`src/sv/kls_pkg.sv`:
```
// Package for the key-list padding stripper: phase encoding, command struct
// and the fixed widths of the byte stream. No dependencies.
`default_nettype none

package kls_pkg;

    localparam int SIZE_W = 17;
    localparam logic [SIZE_W-1:0] SIZE_MAX = 17'h1FFFF;
    localparam logic [SIZE_W-1:0] ENTRY_CAP = 17'd65536;
    localparam logic [SIZE_W-1:0] HDR_BYTES = 17'd4;
    localparam int Q_DEPTH = 4;
    localparam int Q_AW = 2;

    typedef enum logic [2:0] {
        PH_HEADER,
        PH_LEN,
        PH_KEY,
        PH_PAD,
        PH_DONE
    } phase_t;

    typedef struct packed {
        logic              keep;
        logic [7:0]        data;
        logic              summary;
        logic [SIZE_W-1:0] size;
        logic              err;
    } cmd_t;

endpackage

`default_nettype wire

```
`src/sv/kls_front.sv`:
```
// Front end of the key-list padding stripper: parses each accepted byte and
// emits a command for the back end when the byte is kept or ends the buffer. Depends on kls_pkg.
`default_nettype none

module kls_front #(
    parameter int MAX_BUFFER_BYTES = 65536,
    parameter int MAX_KEY_BYTES = 256
) (
    input  wire logic                      clk,
    input  wire logic                      rst_n,
    input  wire logic                      accept,
    input  wire logic [7:0]                data_byte,
    input  wire logic [kls_pkg::SIZE_W-1:0] buffer_length,
    input  wire logic [kls_pkg::SIZE_W-1:0] entry_count,
    input  wire logic                      first_byte,
    input  wire logic                      last_byte,
    output kls_pkg::cmd_t                  cmd,
    output logic                           push
);
    import kls_pkg::*;

    localparam logic [SIZE_W-1:0] BLEN_CAP =
        (MAX_BUFFER_BYTES > 131071) ? SIZE_MAX : SIZE_W'(MAX_BUFFER_BYTES);

    phase_t            phase_reg, phase_next;
    logic [1:0]        cnt_reg, cnt_next;
    logic [SIZE_W-1:0] rem_reg, rem_next;
    logic [SIZE_W-1:0] ent_reg, ent_next;
    logic [31:0]       acc_reg, acc_next;
    logic [SIZE_W-1:0] kept_reg, kept_next;
    logic              err_reg, err_next;

    always_comb
    begin
        logic [SIZE_W-1:0] blen;
        logic              keep;
        logic [31:0]       key;
        phase_next = phase_reg;
        cnt_next = cnt_reg;
        rem_next = rem_reg;
        ent_next = ent_reg;
        acc_next = acc_reg;
        kept_next = kept_reg;
        err_next = err_reg;
        keep = 1'b0;
        blen = '0;
        key = '0;
        cmd = '0;

        if (first_byte)
        begin
            blen = (buffer_length > BLEN_CAP) ? BLEN_CAP : buffer_length;
            ent_next = (entry_count > ENTRY_CAP) ? ENTRY_CAP : entry_count;
            kept_next = '0;
            err_next = 1'b0;
            cnt_next = '0;
            acc_next = '0;
            if (blen < HDR_BYTES)
            begin
                rem_next = '0;
                err_next = 1'b1;
                phase_next = PH_DONE;
            end
            else
            begin
                rem_next = blen - HDR_BYTES;
                phase_next = PH_HEADER;
            end
        end

        unique case (phase_next)
            PH_HEADER:
            begin
                if (cnt_next == 2'd3)
                begin
                    cnt_next = '0;
                    phase_next = PH_LEN;
                end
                else
                begin
                    cnt_next = cnt_next + 2'd1;
                end
            end
            PH_LEN:
            begin
                if (cnt_next == 2'd0 && (ent_next == '0 || rem_next == '0))
                begin
                    phase_next = PH_DONE;
                end
                else if (cnt_next == 2'd0 && rem_next < HDR_BYTES)
                begin
                    err_next = 1'b1;
                    phase_next = PH_DONE;
                end
                else
                begin
                    if (cnt_next == 2'd0)
                    begin
                        ent_next = ent_next - 1'b1;
                        acc_next = '0;
                    end
                    key = acc_next | (32'(data_byte) << {cnt_next, 3'b000});
                    acc_next = key;
                    rem_next = rem_next - 1'b1;
                    keep = 1'b1;
                    if (cnt_next == 2'd3)
                    begin
                        if (key > 32'(rem_next) || key >= 32'(MAX_KEY_BYTES))
                        begin
                            err_next = 1'b1;
                            phase_next = PH_DONE;
                            cnt_next = '0;
                        end
                        else if (key == '0)
                        begin
                            cnt_next = '0;
                        end
                        else
                        begin
                            cnt_next = 2'd0 - key[1:0];
                            phase_next = PH_KEY;
                        end
                    end
                    else
                    begin
                        cnt_next = cnt_next + 2'd1;
                    end
                end
            end
            PH_KEY:
            begin
                keep = 1'b1;
                if (rem_next != '0)
                begin
                    rem_next = rem_next - 1'b1;
                end
                if (acc_next != '0)
                begin
                    acc_next = acc_next - 1'b1;
                end
                if (acc_next == '0)
                begin
                    phase_next = (cnt_next == 2'd0) ? PH_LEN : PH_PAD;
                end
            end
            PH_PAD:
            begin
                if (rem_next != '0)
                begin
                    rem_next = rem_next - 1'b1;
                end
                if (cnt_next != 2'd0)
                begin
                    cnt_next = cnt_next - 2'd1;
                end
                if (cnt_next == 2'd0 || rem_next == '0)
                begin
                    cnt_next = '0;
                    phase_next = PH_LEN;
                end
            end
            default:
            begin
            end
        endcase

        if (keep && kept_next != SIZE_MAX)
        begin
            kept_next = kept_next + 1'b1;
        end

        cmd.keep = keep;
        cmd.data = data_byte;
        cmd.summary = last_byte;
        cmd.size = kept_next;
        cmd.err = err_next;

        if (last_byte)
        begin
            phase_next = PH_DONE;
            kept_next = '0;
            err_next = 1'b0;
        end
    end

    assign push = accept && (cmd.keep || cmd.summary);

    always_ff @(posedge clk or negedge rst_n)
    begin
        if (!rst_n)
        begin
            phase_reg <= PH_HEADER;
            cnt_reg <= '0;
            rem_reg <= '0;
            ent_reg <= '0;
            acc_reg <= '0;
            kept_reg <= '0;
            err_reg <= 1'b0;
        end
        else if (accept)
        begin
            phase_reg <= phase_next;
            cnt_reg <= cnt_next;
            rem_reg <= rem_next;
            ent_reg <= ent_next;
            acc_reg <= acc_next;
            kept_reg <= kept_next;
            err_reg <= err_next;
        end
    end

endmodule

`default_nettype wire

```
`src/sv/kls_queue.sv`:
```
// Short command queue between the front and back ends of the key-list
// padding stripper. Depends on kls_pkg.
`default_nettype none

module kls_queue (
    input  wire logic          clk,
    input  wire logic          rst_n,
    input  wire logic          push,
    input  wire kls_pkg::cmd_t wr_cmd,
    output logic               full,
    input  wire logic          pop,
    output logic               not_empty,
    output kls_pkg::cmd_t      rd_cmd
);
    import kls_pkg::*;

    cmd_t            mem [Q_DEPTH];
    logic [Q_AW-1:0] wr_ptr_reg;
    logic [Q_AW-1:0] rd_ptr_reg;
    logic [Q_AW:0]   count_reg;
    logic            do_pop;

    assign full = (count_reg == (Q_AW+1)'(Q_DEPTH));
    assign not_empty = (count_reg != '0);
    assign do_pop = pop && not_empty;
    assign rd_cmd = mem[rd_ptr_reg];

    always_ff @(posedge clk)
    begin
        if (push)
        begin
            mem[wr_ptr_reg] <= wr_cmd;
        end
    end

    always_ff @(posedge clk or negedge rst_n)
    begin
        if (!rst_n)
        begin
            wr_ptr_reg <= '0;
            rd_ptr_reg <= '0;
            count_reg <= '0;
        end
        else
        begin
            if (push)
            begin
                wr_ptr_reg <= wr_ptr_reg + 1'b1;
            end
            if (do_pop)
            begin
                rd_ptr_reg <= rd_ptr_reg + 1'b1;
            end
            if (push && !do_pop)
            begin
                count_reg <= count_reg + 1'b1;
            end
            else if (do_pop && !push)
            begin
                count_reg <= count_reg - 1'b1;
            end
        end
    end

endmodule

`default_nettype wire

```
`src/sv/kls_back.sv`:
```
// Back end of the key-list padding stripper: turns each queued command into
// a kept-byte transfer and/or a summary transfer. Depends on kls_pkg.
`default_nettype none

module kls_back (
    input  wire logic                       clk,
    input  wire logic                       rst_n,
    input  wire logic                       q_valid,
    input  wire kls_pkg::cmd_t              q_cmd,
    output logic                            pop,
    output logic                            out_valid,
    input  wire logic                       out_ready,
    output logic                            item_kind,
    output logic [7:0]                      out_byte,
    output logic [kls_pkg::SIZE_W-1:0]      out_size,
    output logic                            status,
    output logic                            final_item
);
    import kls_pkg::*;

    cmd_t cur_reg;
    logic keep_pend_reg;
    logic sum_pend_reg;
    logic moving;
    logic free_next;

    assign out_valid = keep_pend_reg || sum_pend_reg;
    assign moving = out_valid && out_ready;
    assign free_next = !out_valid || (moving && !(keep_pend_reg && sum_pend_reg));
    assign pop = free_next && q_valid;

    assign item_kind = !keep_pend_reg;
    assign out_byte = keep_pend_reg ? cur_reg.data : 8'd0;
    assign out_size = keep_pend_reg ? '0 : cur_reg.size;
    assign status = keep_pend_reg ? 1'b0 : cur_reg.err;
    assign final_item = !keep_pend_reg;

    always_ff @(posedge clk)
    begin
        if (pop)
        begin
            cur_reg <= q_cmd;
        end
    end

    always_ff @(posedge clk or negedge rst_n)
    begin
        if (!rst_n)
        begin
            keep_pend_reg <= 1'b0;
            sum_pend_reg <= 1'b0;
        end
        else if (pop)
        begin
            keep_pend_reg <= q_cmd.keep;
            sum_pend_reg <= q_cmd.summary;
        end
        else if (moving)
        begin
            if (keep_pend_reg)
            begin
                keep_pend_reg <= 1'b0;
            end
            else
            begin
                sum_pend_reg <= 1'b0;
            end
        end
    end

endmodule

`default_nettype wire

```
`src/sv/key_list_padding_stripper.sv`:
```
// Key-list padding stripper: takes one buffer byte per cycle (one transfer per
// cycle while the four-entry command queue has room). A kept byte or summary
// passes through the command queue and the back end's output register before
// it leaves; a byte that yields both sends the kept byte, then the summary.
// Reset empties the queue and puts the parser in its header phase.
`default_nettype none

module key_list_padding_stripper #(
    parameter int MAX_BUFFER_BYTES = 65536,
    parameter int MAX_KEY_BYTES = 256
) (
    input  wire logic                       clk,
    input  wire logic                       rst_n,
    input  wire logic                       in_valid,
    output logic                            in_ready,
    input  wire logic [7:0]                 data_byte,
    input  wire logic [kls_pkg::SIZE_W-1:0] buffer_length,
    input  wire logic [kls_pkg::SIZE_W-1:0] entry_count,
    input  wire logic                       first_byte,
    input  wire logic                       last_byte,
    output logic                            out_valid,
    input  wire logic                       out_ready,
    output logic                            item_kind,
    output logic [7:0]                      out_byte,
    output logic [kls_pkg::SIZE_W-1:0]      out_size,
    output logic                            status,
    output logic                            final_item
);
    import kls_pkg::*;

    cmd_t front_cmd;
    cmd_t head_cmd;
    logic push;
    logic pop;
    logic q_full;
    logic q_valid;

    assign in_ready = !q_full;

    kls_front #(
        .MAX_BUFFER_BYTES(MAX_BUFFER_BYTES),
        .MAX_KEY_BYTES(MAX_KEY_BYTES)
    ) u_front (
        .clk(clk),
        .rst_n(rst_n),
        .accept(in_valid && in_ready),
        .data_byte(data_byte),
        .buffer_length(buffer_length),
        .entry_count(entry_count),
        .first_byte(first_byte),
        .last_byte(last_byte),
        .cmd(front_cmd),
        .push(push)
    );

    kls_queue u_queue (
        .clk(clk),
        .rst_n(rst_n),
        .push(push),
        .wr_cmd(front_cmd),
        .full(q_full),
        .pop(pop),
        .not_empty(q_valid),
        .rd_cmd(head_cmd)
    );

    kls_back u_back (
        .clk(clk),
        .rst_n(rst_n),
        .q_valid(q_valid),
        .q_cmd(head_cmd),
        .pop(pop),
        .out_valid(out_valid),
        .out_ready(out_ready),
        .item_kind(item_kind),
        .out_byte(out_byte),
        .out_size(out_size),
        .status(status),
        .final_item(final_item)
    );

endmodule

`default_nettype wire

```
`config.mk`:
```
export PLATFORM = sky130hd
export DESIGN_NAME = key_list_padding_stripper
export DESIGN_NICKNAME = d
export VERILOG_FILES = /design/src/sv/kls_pkg.sv /design/src/sv/kls_front.sv /design/src/sv/kls_queue.sv /design/src/sv/kls_back.sv /design/src/sv/key_list_padding_stripper.sv
export SDC_FILE = /design/constraint.sdc
export NUM_CORES = 1
export LEC_CHECK = 0
export ABC_AREA = 1
export BUFFER_PORTS_ARGS = -buffer_cell sky130_fd_sc_hd__clkbuf_2
export CAP_MARGIN = 20
export CORE_ASPECT_RATIO = 1.1
export CORE_MARGIN = 1
export CORE_UTILIZATION = 50
export DETAILED_ROUTE_END_ITERATION = 6
export PLACE_DENSITY = 0.7
export SLEW_MARGIN = 5
export SYNTH_ARGS = -nofsm -noshare
export SYNTH_HDL_FRONTEND = slang
export SYNTH_SLANG_ARGS = --single-unit
```
`constraint.sdc`:
```
create_clock -name clk -period 3.79 [get_ports clk]
set_input_delay 0.758 -clock clk [delete_from_list [all_inputs] [get_ports clk]]
set_output_delay 0.758 -clock clk [all_outputs]
set_load 0.005 [all_outputs]
```
After elaboration in Yosys (flattened, before gate mapping)
Memory sizes are Yosys's and may differ from the RTL's.
Cells that the tools add are included.
Storage, ports and cells
  word-level logic and storage cells: 156
  flip-flop bits (word level): 124
  memories: 1
  RAM bits: 112
  bits in read-only memories: 0
  output and inout bits: 30
  bits in latches: 0
Operators by class
  reductions and logical operators: 39
  bitwise gates (word level): 1
  shifts and indexed selects: 1
  multiplexer cells: 74
  divide/modulo/power cells: 0
  order comparisons: 6
  eq/ne operators: 7
  multipliers: 0
  add/subtract/negate cells: 12
Memories
  u_queue.mem: depth 4, width 28, rd ports 1, clocked after Yosys merged registers in 0, write ports 1, RTL line kls_queue.sv:17  | cmd_t mem [Q_DEPTH];
Operators by type and width (number)
  $mux 17: 17
  $mux 32: 9
  $logic_not 32->1: 2
  $pmux 32 s2: 1
  $logic_not 17->1: 3
  $pmux 17 s3: 1
  $mux 3: 13
  $gt 17x17->1 const B: 2
  $lt 17x3->1 const B: 2
  $sub 17x1->17 const B: 2
  $ge 32x9->1 const B: 1
  $gt 32x17->1: 1
  $or 32x32->32: 1
  $reduce_bool 32->1: 1
  $shl 8x5->32: 1
  $sub 32x1->32 const B: 1
  $mux 2: 11
  $mux 1: 18
  $add 17x1->17 const B: 1
  $ne 17x17->1 const B: 1
  $reduce_bool 17->1: 1
  $sub 17x3->17 const B: 1
  $logic_and 1x1->1: 12
  $pmux 3 s4: 1
  20 further kinds: 36

Logic depth before layout (Yosys ltp)
Gate-level depths: netlist of run 1.
  word-level depth: 19
  mapped depth: 39
  mapped depth without buffers: 36

Modules after synthesis
A second synthesis of run 1 with hierarchy kept.
Unflattened totals
  cell total of the unflattened synthesis: 2152
  area total of the unflattened synthesis: 15800.2 sq um
Modules (own cells, without submodules)
  kls_front: instances 1, cells an instance 1667, area each 9775.6 sq um, seq. area each 2227.1 sq um
  kls_queue: instances 1, cells an instance 382, area each 4880.9 sq um, seq. area each 3538.4 sq um
  kls_back: instances 1, cells an instance 100, area each 1129.8 sq um, seq. area each 830.8 sq um
  key_list_padding_stripper: instances 1, cells an instance 3, area each 13.8 sq um, seq. area each 0.0 sq um

Worst setup path after synthesis of run 1
Ideal clock, no wire load.
  path kind: input -> register
  start: input port buffer_length[4] in the netlist's numbering
  end: memory u_queue.mem[0][0] in the netlist's numbering, enable pin
  data required time: 3.377 ns
  data arrival time: 4.358 ns
  cell stages on the path: 25
  setup time: 0.413 ns
  setup slack: -0.980 ns
  cell sequence: buf_4 -> nor2_1 -> nand2_1 -> nor2_1 -> nand2_2 -> nand2_4 -> buf_6 -> buf_6 -> nand2_1 -> ha_1 -> nand3_1 -> nand3_1 -> o21bai_1 -> nor2_1 -> nand3_1 -> inv_2 -> nand3_4 -> nand2_2 -> nand2_2 -> nand2_4 -> inv_4 -> nand2_4 -> nand2_4 -> o21ai_4 -> nor2_1
RTL lines
  start: declaration: RTL line key_list_padding_stripper.sv:17  | input wire logic [kls_pkg::SIZE_W-1:0] buffer_length,
  end: declaration: RTL line kls_queue.sv:17

Worst setup path in the final report of run 1
  start: input port buffer_length[3] in the netlist's numbering
  end: register u_front.phase_reg[1]
Between the ends
  cells in the longest elaborated chain, start to end: 14
  elaborated cells on any way between the ends: 32
Ends and longest elaborated chain
  $gt 17x17->1: RTL line kls_front.sv:52  | blen = (buffer_length > BLEN_CAP) ? BLEN_CAP : buffer_length;
  $mux 17 *: RTL line kls_front.sv:52
  $sub 17x3->17 / $lt 17x3->1 (equally long branches): RTL line kls_front.sv:66, kls_front.sv:58
  $mux 17: RTL line kls_front.sv:58  | if (blen < HDR_BYTES)
  $mux 17: RTL line kls_front.sv:50  | if (first_byte)
  $sub 17x1->17: RTL line kls_front.sv:104, kls_front.sv:150
  $gt 32x17->1: RTL line kls_front.sv:108  | if (key > 32'(rem_next) || key >= 32'(MAX_KEY_BYTES))
  $logic_or 1x1->1: RTL line kls_front.sv:108
  $mux 3: RTL line kls_front.sv:108
  $mux 3: RTL line kls_front.sv:106  | if (cnt_next == 2'd3)
  $mux 3: RTL line kls_front.sv:90  | else if (cnt_next == 2'd0 && rem_next < HDR_BYTES)
  $mux 3: RTL line kls_front.sv:86  | if (cnt_next == 2'd0 && (ent_next == '0 || rem_next == '0))
  $pmux 3 s4 *: RTL line kls_front.sv:71  | unique case (phase_next)
  $mux 3 *: RTL line kls_front.sv:178  | if (last_byte)
  end signal: assignment: RTL line kls_front.sv:202  | phase_reg <= phase_next;
  end: declaration: RTL line kls_front.sv:25  | phase_t phase_reg, phase_next;
Mark *: on every way between the ends. The rest lies on a longest branch, timed or not. The select of a mux whose other input is x is not followed.
A chain may end at the register's enable or synchronous reset.

==> results of run 1 <==
## worst register-to-register path, delay by kind of cell (launching register included)
family	cells	cell delay, ns
AO/OA/AOI/OAI	6	0.91
adder cells (fa/ha/maj)	1	0.23
buffers and inverters	5	0.50
flip-flops	1	0.39
AND/OR/NAND/NOR	18	1.60
## logic make-up after synthesis
| family | count (synthesis) | synth area share |
|---|---|---|
| AO/OA/AOI/OAI | 438 | 0.165 |
| XOR/XNOR | 41 | 0.0225 |
| adder cells (fa/ha/maj) | 36 | 0.0287 |
| buffers and inverters | 395 | 0.0982 |
| flip-flops | 236 | 0.413 |
| AND/OR/NAND/NOR | 1019 | 0.273 |
## power groups by stage
stage               sequential [W]  clock, W  combinational [W]
global placement           0.00386         0            0.00613
global route               0.00391   0.00282            0.00754
finish                     0.00385   0.00268            0.00687
floorplan                  0.00381         0            0.00352
detailed placement         0.00389         0            0.00626
CTS                        0.00384   0.00272            0.00652
## Yosys cell counts, drive strengths merged (3+ instances only)
master / instances
a31oi: 32
a211oi: 7
xnor2: 5
o31ai: 8
o21ai: 162
dfrtp: 98
a31o: 3
o22ai: 64
or2: 6
xor2: 36
nor2: 378
o211ai: 15
buf: 37
nand4: 38
a22oi: 8
ha: 35
clkinv: 3
clkbuf: 59
nor3: 26
o221ai: 7
a221oi: 10
o41ai: 3
o21bai: 7
edfxtp: 138
nor4: 12
a21oi: 96
o21a: 3
nand3b: 8
nand2: 424
o22a: 5
inv: 296
nand3: 121
## cells in the final DEF (no fill, tap or decap), drive strengths merged, types with 3 or more instances in the layout
master,count
clkinv,5
o21ai,162
inv,300
clkbuf,105
a31oi,32
edfxtp,138
nand3b,8
a211oi,7
ha,35
xor2,36
o21bai,7
o211ai,15
o21a,3
nand4,38
xnor2,5
or2,6
a221oi,10
o31ai,8
o22ai,64
bufinv,4
o41ai,3
a22oi,8
nor4,12
buf,464
nand3,121
nor2,378
nand2,424
a31o,3
nor3,26
o22a,5
dfrtp,98
o221ai,7
a21oi,96
## stage by stage
| stage | power (W) | setup TNS (ns) | utilization | hold slack (ns) |
|---|---|---|---|---|
| after floorplan | 0.00733 | -17.97 | - | 0.446 |
| after global placement | 0.00999 | -100.99 | 0.629 | 0.462 |
| after detailed placement | 0.0101 | -119.85 | 0.629 | 0.465 |
| after CTS | 0.0131 | -3.20 | 0.675 | 0.306 |
| after global routing | 0.0143 | -7.41 | 0.694 | 0.341 |
| final | 0.0134 | -5.40 | 0.694 | 0.308 |
## worst paths after layout
path | startpoint | end | slack, ns
max reg2reg | u_front.rem_reg[2] | u_front.phase_reg[1] | 0.08
min | rst_n | u_front.kept_reg[13] | 0.31
min in group clk | out_ready | u_back.keep_pend_reg | 0.45
min reg2reg | u_front.kept_reg[16] | u_front.kept_reg[16] | 0.48
max | buffer_length[3] | u_front.phase_reg[1] | -0.63
max in group asynchronous | rst_n | u_front.acc_reg[13] | 2.68
## area by class of cell
cell class	count	area, sq um
Clock inverter	12	176
Fill cell	2480	9610
Inverter	299	1130
Sequential cell	236	6600
Timing Repair Buffer	533	4030
Clock buffer	36	719
Multi-Input combinational cell	1534	8600
Tap cell	420	526
## routing by layer
metal / vias up / wire, microns / track usage
li1: 8199 / - / -
met3: 164 / 3230 / 0.0401
met4: 0 / 1950 / 0.124
met5: - / 0 / 0
met2: 695 / 25200 / 0.541
met1: 8046 / 21300 / 0.397
## timing repair
| action | 4_1_cts | 5_1_grt |
|---|---|---|
| setup endpoints to repair | 16 | 259 |
| hold buffers | 0 | 0 |
| resized for setup | 92 | 106 |
| buffers inserted | 27 | 24 |
| pin swaps | 61 | 81 |
| endpoints found under the hold margin | 0 | 0 |
==> metrics.md, run 1 <==
| Metric | Value |
|---|---|
| Crit Path Category | in2reg |
| Worst slew pin tran | 0.938 ns |
| R2r worst-path depth | 30 |
| Clock Path Buffers | 3 |
| Vias in the first global route | 16352 |
| Final setup viols | 12 |
| Worst skew pair latency | 0.55 ns |
| Cells after synthesis | 2165 |
| CP Capture Type | flip-flop |
| CORE AREA | 31400 sq um |
| CTS sink count | 236 |
| Critical path's largest stage delay | 0.21 ns |
| Port-buffer cells | 77 |
| Gate power share | 0.513 |
| Final #Nets | 2714 |
| NetSw | 0.00531 W |
| Yosys warnings | 0 |
| Most common cell on crit path | nand2_2 |
| CP bufs+invs | 8 |
| Max reg flops | 112 |
| Die Wd | 172 microns |
| Synth Net Count | 2249 |
| N_diodes | 0 |
| RSZ-0062 raised after global routing | true |
| Synth-to-layout area growth | 36.5% |
| Final wirelength | 51.8 mm |
| Largest net degree at the start of global routing | 82 |
| Power Dens Cells | 615 nW/um^2 |
| Arr. time, crit path | 4.90 ns |
| Relative slew slack | 0.374 |
| Tot GR Track Use | 0.314 |
| DP Wirelength | 36.1 mm |
| Tightest Hold Check Type | in2async |
| Critical path depth | 41 |
| Sw Share | 0.396 |
| CP top delay family | simple AND/OR/NAND/NOR gates |
| Post-synth ARST share | 0.415 |
| Register area share after synthesis | 0.413 |
| DP Area | 19800 sq um |
| Drt first-iter violations | 1522 |
| DR WL/cell | 16.9 microns |
| Via Count | 17104 |
| DIE AREA | 32600 sq um |
| Max-cap violations | 0 |
| Final Hold Viols | 0 |
| Pleak | 10.2 nW |
| Synth area leader | edfxtp_1 |
| Final Instance Area | 21800 sq um |
| Initial antenna violation count | 0 |
| Achievable Freq | 226 MHz |
| Final period util | 1.17 |
| Tmin final | 4.42 ns |
| Internal Pwr Total | 0.00808 W |
| Failing checks | setup timing |
| Top cell type's share of synthesized area | 0.260 |
| Synth Cell Area | 16000 sq um |
| WP data required | 4.27 ns |
| Vias/cell | 5.57 |
| Placed cells | 2975 |
| H-tree lvl count | 1 |
| First-pass GRT wire length | 81.6 mm |
| Status | finished with violations |
| Clock network fraction of total power | 0.200 |
| Finished Layout Cells | 3070 |
| Setup ws final | -0.631 ns |
| Synth area leaders | edfxtp_1 26%, dfrtp_1 15%, nand2_1 9.6%, nor2_1 8.7%, inv_1 6.7% |
| CTS buffer count | 26 |
| Layout cells sized above 1 | 0.290 |
| Cell variety after synth | 61 |
| Synth Register Bits | 236 |
| Sequential share of power | 0.287 |
| Boundary Pins | 78 |
| EDFF count, synth | 138 |
| Clk pin slew, worst setup/hold paths | 0.06 ns |
| Row Count | 68 |
| Die H | 189 microns |
| RePlAce Congestion | 1.02 |
| Final-report max-slew violation count | 0 |
| Critical path peak fanout | 6 |
| Dpl ws | -1.37 ns |
| CTS tree | built |
| Critical path's slowest cell | ha_4 |
| Initial Utilization | 0.508 |
| Drt first pass iters | 5 |
| Clk_skew | 0.0142 ns |
| Worst vdd ir | 0.347 mV |
| GR Overflow Total | 0 |
| Critical path launch point type | input pin |
| Root buffer cell | clkbuf_16 |
| # DRC | 0 |
| DRT antenna net count | 0 |
| Mapped Avg Cell Area | 7.37 sq um |
| Ys flop type | edfxtp_1 |
Power figures use the tool's default switching activity.
==> run 2: changes to the inputs <==
--- a/config.mk
+++ b/config.mk
@@ -7,7 +7,7 @@
 export LEC_CHECK = 0
 export ABC_AREA = 1
 export BUFFER_PORTS_ARGS = -buffer_cell sky130_fd_sc_hd__clkbuf_2
-export CAP_MARGIN = 20
+export CAP_MARGIN = 5
 export CORE_ASPECT_RATIO = 1.1
 export CORE_MARGIN = 1
 export CORE_UTILIZATION = 50
@@ -16,4 +16,5 @@
 export SLEW_MARGIN = 5
 export SYNTH_ARGS = -nofsm -noshare
 export SYNTH_HDL_FRONTEND = slang
+export SYNTH_HIERARCHICAL = 1
 export SYNTH_SLANG_ARGS = --single-unit
==> run 2 against run 1 <==
Compared with the run above: the flow still finishes with violations (setup timing); via count is 7.1% lower; worst setup slack improved by 0.26 ns; clock skew hardly changed; critical endpoint is now u_front/phase_reg[0]; register-to-register slack improved by 0.30 ns.
==> metrics.md, run 2 <==
| Metric | Value |
|---|---|
| Tightest Hold Check Type | in2async |
| RePlAce Congestion | 1.01 (-1.6%) |
| Synth Cell Area | 15800 sq um (-1.0%) |
| Clk_skew | 0.0138 ns (-0.000471 ns) |
| DIE AREA | 32300 sq um (-0.98%) |
| Max reg flops | 112 (unchanged) |
| Commonest non-fill, non-tap cell in the layout | nand2_1 |
| Drt first pass iters | 6 (+1) |
| # DRC | 0 (unchanged) |
| Most common cell on crit path | nand2_1 |
| CORE AREA | 30800 sq um (-2.0%) |
| RSZ-0062 raised after global routing | true |
| Failing checks | setup timing |
| Final wirelength | 48.1 mm (-7.1%) |
| Row Count | 67 (-1.5%) |
| Finished Layout Cells | 2974 (-3.1%) |
| Final setup viols | 12 (unchanged) |
| Root buffer cell | clkbuf_16 |
| DRT antenna net count | 0 (unchanged) |
| Mapped Avg Cell Area | 7.34 sq um (-0.40%) |
| Vias/cell | 5.34 (-4.1%) |
| Port-buffer cells | 77 (unchanged) |
| Layout cells sized above 1 | 0.261 (-0.0289) |
| Synth Net Count | 2236 (-0.58%) |
| Worst skew pair latency | 0.53 ns (-0.02 ns) |
| Max-cap violations | 0 (unchanged) |
| Register area share after synthesis | 0.417 (+0.00416) |
| Worst slew pin tran | 1.13 ns (+0.194 ns) |
| Critical path launch point type | input pin |
| DP Wirelength | 34.9 mm (-3.2%) |
| Relative slew slack | 0.245 (-0.130) |
| Clk pin slew, worst setup/hold paths | 0.07 ns (about the same) |
| First-pass GRT wire length | 77.7 mm (-4.7%) |
| Critical path's slowest cell | ha_1 |
| Final Hold Viols | 0 (unchanged) |
| Boundary Pins | 78 (unchanged) |
| Initial Utilization | 0.514 (+0.00523) |
| Synth Register Bits | 236 (unchanged) |
| Cells after synthesis | 2152 (-0.60%) |
| CP Capture Type | flip-flop |
| Fillcell total | 2616 (+5.5%) |
| Critical path peak fanout | 5 (-1) |
| Die Wd | 171 microns (-0.49%) |
| Drt first-iter violations | 1317 (-13%) |
| Initial antenna violation count | 0 (unchanged) |
| Die H | 188 microns (-0.49%) |
| Most frequent cells in the layout | 516 x nand2_1, 351 x buf_4, 323 x inv_1, 277 x nor2_1, 138 x edfxtp_1 |
| Vias in the first global route | 15774 (-3.5%) |
| Crit Path Category | in2reg |
| Post-synth ARST share | 0.415 (unchanged) |
| Post-synth top cells | 557 x nand2_1, 342 x inv_1, 294 x nor2_1, 138 x edfxtp_1, 109 x nand3_1 |
| Setup ws final | -0.368 ns (+0.263 ns) |
| Fin util | 0.676 (-0.0181) |
| Placed cells | 2892 (-2.8%) |
| CTS tree | built |
| Tmin final | 4.16 ns (-0.263 ns) |
| Achievable Freq | 240 MHz (+6.3%) |
| EDFF count, synth | 138 (unchanged) |
| R2r worst-path depth | 24 (-20%) |
| Largest net degree at the start of global routing | 65 (-21%) |
| Power Dens Cells | 625 nW/um^2 (+1.6%) |
| GR Overflow Total | 0 (unchanged) |
| Final #Nets | 2624 (-3.3%) |
| Cell variety after synth | 55 (-9.8%) |
| Synth-to-layout area growth | 31.6% |
| N_diodes | 0 (unchanged) |
| WP data required | 4.20 ns (-0.07 ns) |
| Critical path's largest stage delay | 0.28 ns (+0.07 ns) |
| Yosys warnings | 6 (+6) |
| Synth area leader | edfxtp_1 |
| Arr. time, crit path | 4.57 ns (-0.33 ns) |
| DR WL/cell | 16.2 microns (-4.1%) |
| Top cell type's share of synthesized area | 0.262 (+0.00261) |
| Status | finished with violations |
| Tot GR Track Use | 0.301 (-0.0130) |
| CTS sink count | 236 (unchanged) |
| Final period util | 1.10 (-0.0693) |
| Via Count | 15888 (-7.1%) |
| Final-report max-slew violation count | 0 (unchanged) |
| Synth area leaders | edfxtp_1 26%, dfrtp_1 16%, nand2_1 13%, inv_1 8.1%, nor2_1 7.0% |
| Clock Path Buffers | 3 (unchanged) |
| Worst vdd ir | 0.450 mV (+30%) |
| Most frequent cell after synthesis | nand2_1 |
| H-tree lvl count | 1 (unchanged) |
| CTS buffer count | 27 (+3.8%) |
| Pleak | 10.0 nW (-1.5%) |
| Ys flop type | edfxtp_1 |
## run 2: changes by cell type after synthesis, moves of 26 or more
cell	before	now
a21oi_1	96	44
clkbuf_1	59	33
o211ai_1	15	59
inv_1	286	342
o21ai_0	126	63
nand2_1	408	557
nor2_1	368	294
## run 2: where the power goes
part	total (W)	switching, W	internal, W
registers	0.00386	0.000304	0.00356
logic	0.00643	0.00378	0.00265
clock network	0.00269	0.00106	0.00163
## run 2: area by class of cell
type                    count  area, sq um  share of cell area
clock buffers              32          714              0.0344
multi-input cells        1466         7940               0.382
flip-flops and latches    236         6600               0.317
well taps                 414          518              0.0249
inverters                 358         1380              0.0661
clock inverters            17          213              0.0102
repair buffers            451         3440               0.165
## run 2: critical path: cells and delay by family
family                   cells  cell delay, ns
AO/OA/AOI/OAI                7            0.99
buffers and inverters        7            0.76
adder cells (fa/ha/maj)      2            0.49
AND/OR/NAND/NOR             15            1.56
## run 2: what timing repair did
action / CTS / global route
gates resized for setup: 46 / 90
pin swaps: 34 / 45
buffers inserted: 19 / 13
gates cloned: 1 / 1
endpoints found under the setup margin: 126 / 201
hold buffers: 0 / 0
## run 2: worst paths after layout
path	endpoint	startpoint	slack (ns)
worst max-delay path	u_front/phase_reg[0]	buffer_length[5]	-0.37
worst min-delay path	u_front/acc_reg[8]	rst_n	0.25
worst max register to register	u_front/cnt_reg[1]	u_front/cnt_reg[1]	0.38
worst min register to register	u_front/acc_reg[6]	u_front/acc_reg[6]	0.49
max in group asynchronous	u_front/ent_reg[0]	rst_n	2.76
min in group clk	u_front/acc_reg[6]	u_front/acc_reg[6]	0.49
## run 2: cells by family (layout without fill, tap and decap cells)
logic type               count (synthesis)  after routing  synth area share
adder cells (fa/ha/maj)                 36             36            0.0290
AO/OA/AOI/OAI                          311            311             0.125
AND/OR/NAND/NOR                       1084           1084             0.287
buffers and inverters                  450            858             0.122
flip-flops                             236            236             0.417
XOR/XNOR                                35             35            0.0194
## run 2: metal layers
| metal | part of all wire | GRT usage | routed length [microns] |
|---|---|---|---|
| met1 | 0.42 | 0.388 | 20300 |
| met2 | 0.48 | 0.527 | 23100 |
| met3 | 0.065 | 0.0309 | 3140 |
| met4 | 0.032 | 0.0948 | 1550 |
| met5 | 0 | 0 | 0 |
## run 2: through the flow
step	instance area, sq um	setup TNS [ns]	hold slack (ns)	setup slack, ns	total power, W
2_1_floorplan	16000	-45.58	0.442	-0.384	0.00735
3_3_place_gp	19000	-144.82	0.458	-0.826	0.00964
3_5_place_dp	19000	-150.78	0.469	-0.943	0.00979
4_1_cts	20300	-1.23	0.268	-0.196	0.0126
5_1_grt	20800	-26.83	0.298	-0.573	0.0139
6_report	20800	-2.69	0.255	-0.368	0.0130
